<file path="src/lslf_pkg.sv">
// ----------------------------------------------------------------------------
// lslf_pkg
// Shared command and status types, status codes and the divider saturation
// helper for the least-squares line fit block.
// ----------------------------------------------------------------------------
package lslf_pkg;

    // Result status codes
    localparam logic [1:0] ST_OK      = 2'd0;
    localparam logic [1:0] ST_DEGEN   = 2'd1;
    localparam logic [1:0] ST_DROPPED = 2'd2;

    // Quotient bits produced per division: 32 result bits plus overflow bit
    localparam int DIV_STEPS = 33;

    typedef enum logic [3:0] {
        OP_IDLE,
        OP_ACCUM,
        OP_MUL_NUM,
        OP_MUL_DEN,
        OP_SUB_DEN,
        OP_START_B1,
        OP_LOAD_B1,
        OP_MUL_B0,
        OP_SUB_B0,
        OP_START_B0,
        OP_LOAD_B0,
        OP_READ,
        OP_MUL_P,
        OP_ADD_P,
        OP_NEXT,
        OP_CLEAR
    } dp_op_t;

    typedef struct packed {
        dp_op_t op;
        logic   out_load;
        logic   out_degen;
    } dp_cmd_t;

    typedef struct packed {
        logic den_zero;
        logic div_busy;
        logic rep_last;
    } dp_status_t;

    // Apply sign to a 33-bit magnitude quotient and saturate to 32 bits.
    // Bit 32 set means the magnitude reached 2^32.
    function automatic logic signed [31:0] div_sat(input logic [32:0] q, input logic neg);
        logic [31:0] m;
        m = q[31:0];
        if (q[32])
            return neg ? 32'sh8000_0000 : 32'sh7fff_ffff;
        if (!neg)
            return q[31] ? 32'sh7fff_ffff : signed'(m);
        if (m > 32'h8000_0000)
            return 32'sh8000_0000;
        return signed'(32'(-m));
    endfunction

endpackage

</file>
<file path="src/lslf_ctrl.sv">
// ----------------------------------------------------------------------------
// lslf_ctrl
// Sequencer: collects points, steps the fit arithmetic, replays predictions
// and owns both channel handshakes.
// ----------------------------------------------------------------------------
module lslf_ctrl import lslf_pkg::*; (
    input  logic       clk,
    input  logic       rst_n,
    input  logic       in_valid,
    input  logic       in_last,
    output logic       in_ready,
    output logic       out_valid,
    input  logic       out_ready,
    input  dp_status_t flags,
    output dp_cmd_t    cmd
);

    typedef enum logic [4:0] {
        COLLECT,
        MUL_NUM,
        MUL_DEN,
        SUB_DEN,
        CHECK,
        DIV_B1,
        LOAD_B1,
        MUL_B0,
        SUB_B0,
        START_B0,
        DIV_B0,
        LOAD_B0,
        READ,
        MUL_P,
        ADD_P,
        EMIT,
        DEGEN
    } state_t;

    state_t state_reg, state_next;
    logic   out_valid_reg, out_valid_next;
    logic   free;

    assign free      = !out_valid_reg || out_ready;
    assign in_ready  = (state_reg == COLLECT);
    assign out_valid = out_valid_reg;

    always_comb
    begin
        state_next    = state_reg;
        cmd.op        = OP_IDLE;
        cmd.out_load  = 1'b0;
        cmd.out_degen = 1'b0;
        unique case (state_reg)
            COLLECT:
            begin
                if (in_valid)
                begin
                    cmd.op = OP_ACCUM;
                    if (in_last)
                    begin
                        state_next = MUL_NUM;
                    end
                end
            end
            MUL_NUM:
            begin
                cmd.op     = OP_MUL_NUM;
                state_next = MUL_DEN;
            end
            MUL_DEN:
            begin
                cmd.op     = OP_MUL_DEN;
                state_next = SUB_DEN;
            end
            SUB_DEN:
            begin
                cmd.op     = OP_SUB_DEN;
                state_next = CHECK;
            end
            CHECK:
            begin
                if (flags.den_zero)
                begin
                    state_next = DEGEN;
                end
                else
                begin
                    cmd.op     = OP_START_B1;
                    state_next = DIV_B1;
                end
            end
            DIV_B1:
            begin
                if (!flags.div_busy)
                begin
                    state_next = LOAD_B1;
                end
            end
            LOAD_B1:
            begin
                cmd.op     = OP_LOAD_B1;
                state_next = MUL_B0;
            end
            MUL_B0:
            begin
                cmd.op     = OP_MUL_B0;
                state_next = SUB_B0;
            end
            SUB_B0:
            begin
                cmd.op     = OP_SUB_B0;
                state_next = START_B0;
            end
            START_B0:
            begin
                cmd.op     = OP_START_B0;
                state_next = DIV_B0;
            end
            DIV_B0:
            begin
                if (!flags.div_busy)
                begin
                    state_next = LOAD_B0;
                end
            end
            LOAD_B0:
            begin
                cmd.op     = OP_LOAD_B0;
                state_next = READ;
            end
            READ:
            begin
                cmd.op     = OP_READ;
                state_next = MUL_P;
            end
            MUL_P:
            begin
                cmd.op     = OP_MUL_P;
                state_next = ADD_P;
            end
            ADD_P:
            begin
                cmd.op     = OP_ADD_P;
                state_next = EMIT;
            end
            EMIT:
            begin
                if (free)
                begin
                    cmd.out_load = 1'b1;
                    if (flags.rep_last)
                    begin
                        cmd.op     = OP_CLEAR;
                        state_next = COLLECT;
                    end
                    else
                    begin
                        cmd.op     = OP_NEXT;
                        state_next = READ;
                    end
                end
            end
            DEGEN:
            begin
                if (free)
                begin
                    cmd.out_load  = 1'b1;
                    cmd.out_degen = 1'b1;
                    cmd.op        = OP_CLEAR;
                    state_next    = COLLECT;
                end
            end
            default:
            begin
                state_next = COLLECT;
            end
        endcase
    end

    always_comb
    begin
        if (cmd.out_load)
        begin
            out_valid_next = 1'b1;
        end
        else if (out_ready)
        begin
            out_valid_next = 1'b0;
        end
        else
        begin
            out_valid_next = out_valid_reg;
        end
    end

    always_ff @(posedge clk or negedge rst_n)
    begin
        if (!rst_n)
        begin
            state_reg     <= COLLECT;
            out_valid_reg <= 1'b0;
        end
        else
        begin
            state_reg     <= state_next;
            out_valid_reg <= out_valid_next;
        end
    end

`ifndef ASSERT_OFF
    a_no_overwrite: assert property (@(posedge clk) disable iff (!rst_n)
        cmd.out_load |-> (!out_valid_reg || out_ready))
        else $error("result register overwritten while stalled");

    a_div_owned: assert property (@(posedge clk) disable iff (!rst_n)
        flags.div_busy |-> (state_reg == DIV_B1 || state_reg == DIV_B0))
        else $error("divider running outside a divide state");

    a_degen_done: assert property (@(posedge clk) disable iff (!rst_n)
        (state_reg == DEGEN && cmd.out_load) |=> (out_valid_reg && state_reg == COLLECT))
        else $error("degenerate result not presented");
`endif

endmodule

</file>
<file path="config.mk">
export PLATFORM = sky130hd
export DESIGN_NAME = lslf_ctrl
export DESIGN_NICKNAME = d
export VERILOG_FILES = /design/src/lslf_pkg.sv /design/src/lslf_ctrl.sv
export SDC_FILE = /design/constraint.sdc
export NUM_CORES = 1
export LEC_CHECK = 0
export CAP_MARGIN = 20
export CORE_AREA = 2 2 39 41
export DETAILED_ROUTE_END_ITERATION = 8
export DIE_AREA = 0 0 41 43
export DONT_BUFFER_PORTS = 1
export GPL_TIMING_DRIVEN = 0
export PLACE_DENSITY_LB_ADDON = 0.25
export SKIP_CTS_REPAIR_TIMING = 1
export SYNTH_ARGS = -nofsm -noshare
export SYNTH_HDL_FRONTEND = slang
export SYNTH_SLANG_ARGS = --single-unit
</file>
<file path="constraint.sdc">
create_clock -name clk -period 1.5 [get_ports clk]
set_input_delay 0.15 -clock clk [delete_from_list [all_inputs] [get_ports clk]]
set_output_delay 0.15 -clock clk [all_outputs]
set_load 0.02 [all_outputs]
</file>
==> qor.txt <==
Status - finished with violations
Failing checks - setup timing
FF+latch area - 154 um2
Dpl ws - -0.203 ns
Clk_lat worst skew - 0.27 ns
CP Class - flip-flop to output pin
Nets - 116
Pwr/cell area - 2260 mW/mm2
R2r endpoint - state_reg[2]
Least-Margin Pin Slew - 0.442 ns
Global-route wire length before repair - 2660 um
Syn Area/Cell - 7.56 um2
N_diodes - 0
Net Switching - 1190 uW
Top Ports - 16
Final Skew - 0.0169 ns
1st-iter DRT viols - 39
Die Ht - 43 um
CTS tree - done
DR WL/cell - 20.1 um
Vias per Instance - 6.88
Sequential share of power - 0.142
Yosys cell types - 41
Min Clock Period, post-route - 1.90 ns
Syn_nets - 96
Yosys reg bits - 6
Sw Ratio - 0.500
Global router's overall resource usage - 0.220
Commonest register cell after synthesis - dfrtp_1
Setup Viol. Count Final - 11
Layout cells sized above 1 - 0.528
Max VDD drop - 1290 uV
R2r startpoint - state_reg[4]
WP data required - 1.35 ns
Hold Vio Cnt, Final - 0
Post-DRT Antenna Nets - 0
# port buffers - 0
Clk slew on worst S/H paths - 0.06 ns
Min-Delay Path Depth - 2
Ys async rst share - 1.00
CTS Sinks - 6
Fillers - 88
Worst Path Arrival - 1.75 ns
Leakage power - 0.000429 uW
Initial antenna violation count - 0
Worst setup EP type - output pin
Drc violations - 0
Clock share of power - 0.069
Post-synth EDFFs - 0
Unrepaired setup endpoints after global routing - yes
Int Pwr - 1190 uW
Combinational share of power - 0.789
PnR worst setup slack - -0.405 ns
HPWL after detailed placement - 1270 um
H-tree levels - 1
Hold worst-path end - state_reg[4]
Routed WL - 2460 um
Core footprint - 0.00138 mm2
Die ar. - 0.00176 mm2
GR Overflow Total - 0
Final core occ - 0.760
Starting Density - 0.481
Root Driver - clkbuf_4
Reg2Reg Depth - 6
Most frequent cells in the layout - buf_4, nor2_1, buf_6, nand2_1
GP Congestion - 0.867
Commonest non-fill, non-tap cell in the layout - buf_4
Die width - 41 um
Multi-input logic area - 613 um2
Critical Path Start Type - flip-flop
Register area share after synthesis - 0.226
Via count - 839
Slew HR - 0.706
1st-pass router iterations - 6
Row count - 14
Max reg flops - 5
Count of pins over their slew limit - 0
Final worst path period share - 1.27
Vias in the first global route - 629
Deepest clock path buffer count - 2
Mapped cell area - 666 um2
Hold_sp - flags[2]
Reg2Reg Setup Slack - -0.26 ns
Num CTS Buffers - 3
Min-Delay Path Class - input port to flip-flop
Area delta synth->final - 58.1%
Largest net degree at the start of global routing - 11
Max cap viols - 0
Synth Instances - 88
Critical-path maximum fanout - 6
YS warnings - 0
Fmax - 525 MHz
[area by class of cell]
type                    instances  share of cell area
multi-input cells              67               0.583
flip-flops and latches          6               0.146
repair buffers                 16               0.130
plain buffers                   9              0.0809
clock buffers                   3              0.0214
inverters                       5              0.0202
well taps                      16              0.0190
[metrics by stage]
step                hold slack [ns]  instances  TNS [ns]  total power [uW]  instance area (um2)
CTS                          -0.417        107     -3.38              1620                  754
global placement             -0.145        104     -1.31              1450                  732
global route                  0.128        122     -2.98              2490                 1050
detailed placement           -0.145        104     -1.28              1460                  732
floorplan                    -0.146         88   -0.0893              1280                  712
finish                       0.0908        122     -2.60              2380                 1050
[synthesized netlist by cell type, drive strengths merged (2+ instances only)]
cell / count / area [um2]
nor2: 8 / 30.0
buf: 6 / 31.3
dfrtp: 6 / 150
nand2: 6 / 22.5
o21ai: 6 / 30.0
inv: 5 / 18.8
nor2b: 5 / 31.3
clkbuf: 4 / 15.0
nand3: 4 / 20.0
nand2b: 3 / 26.3
o2bb2ai: 3 / 26.3
a211oi: 2 / 15.0
a21oi: 2 / 10.0
a221oi: 2 / 17.5
mux2: 2 / 22.5
nor4: 2 / 18.8
nor4bb: 2 / 20.0
o22ai: 2 / 12.5
or3: 2 / 17.5
[per-layer routing]
| metal | GRT usage | vias up | part of all wire |
|---|---|---|---|
| met5 | 0 | - | 0 |
| li1 | - | 371 | - |
| met4 | 0.0800 | 0 | 0.047 |
| met1 | 0.275 | 391 | 0.37 |
| met3 | 0.0733 | 16 | 0.089 |
| met2 | 0.338 | 61 | 0.49 |
[logic make-up after synthesis]
kind of cell	Yosys count	synth area share
AOI/OAI and AO/OA	30	0.336
buffers and inverters	15	0.0977
DFF	6	0.226
muxes	2	0.0338
and+or+nand+nor	35	0.306
[worst max-delay path by stage]
stage                  from      to  slack (ns)  depth (start not counted)
2_1_floorplan  state_reg[3]  cmd[2]       -0.03                          4
3_3_place_gp   state_reg[3]  cmd[2]       -0.18                          4
3_5_place_dp   state_reg[3]  cmd[2]       -0.20                          4
4_1_cts        state_reg[3]  cmd[2]       -0.49                          4
5_1_grt        state_reg[4]  cmd[1]       -0.41                          6
6_report       state_reg[4]  cmd[1]       -0.40                          6
[worst max-delay path, cell delays in order, from the launching register on]
cell and delay (ns):
dfrtp_1 0.40, buf_6 0.14, nand2b_4 0.14, or3_4 0.36
a21boi_4 0.17, nor2_1 0.13, buf_4 0.16
[power by group through the flow]
stage	Combinational, uW	Sequential (uW)	Clock (uW)
after floorplan	982	294	0
after global placement	1140	317	0
after detailed placement	1140	317	0
after CTS	1150	316	158
after global routing	1980	343	168
final	1880	338	164
(Power assumes the default switching activity.)
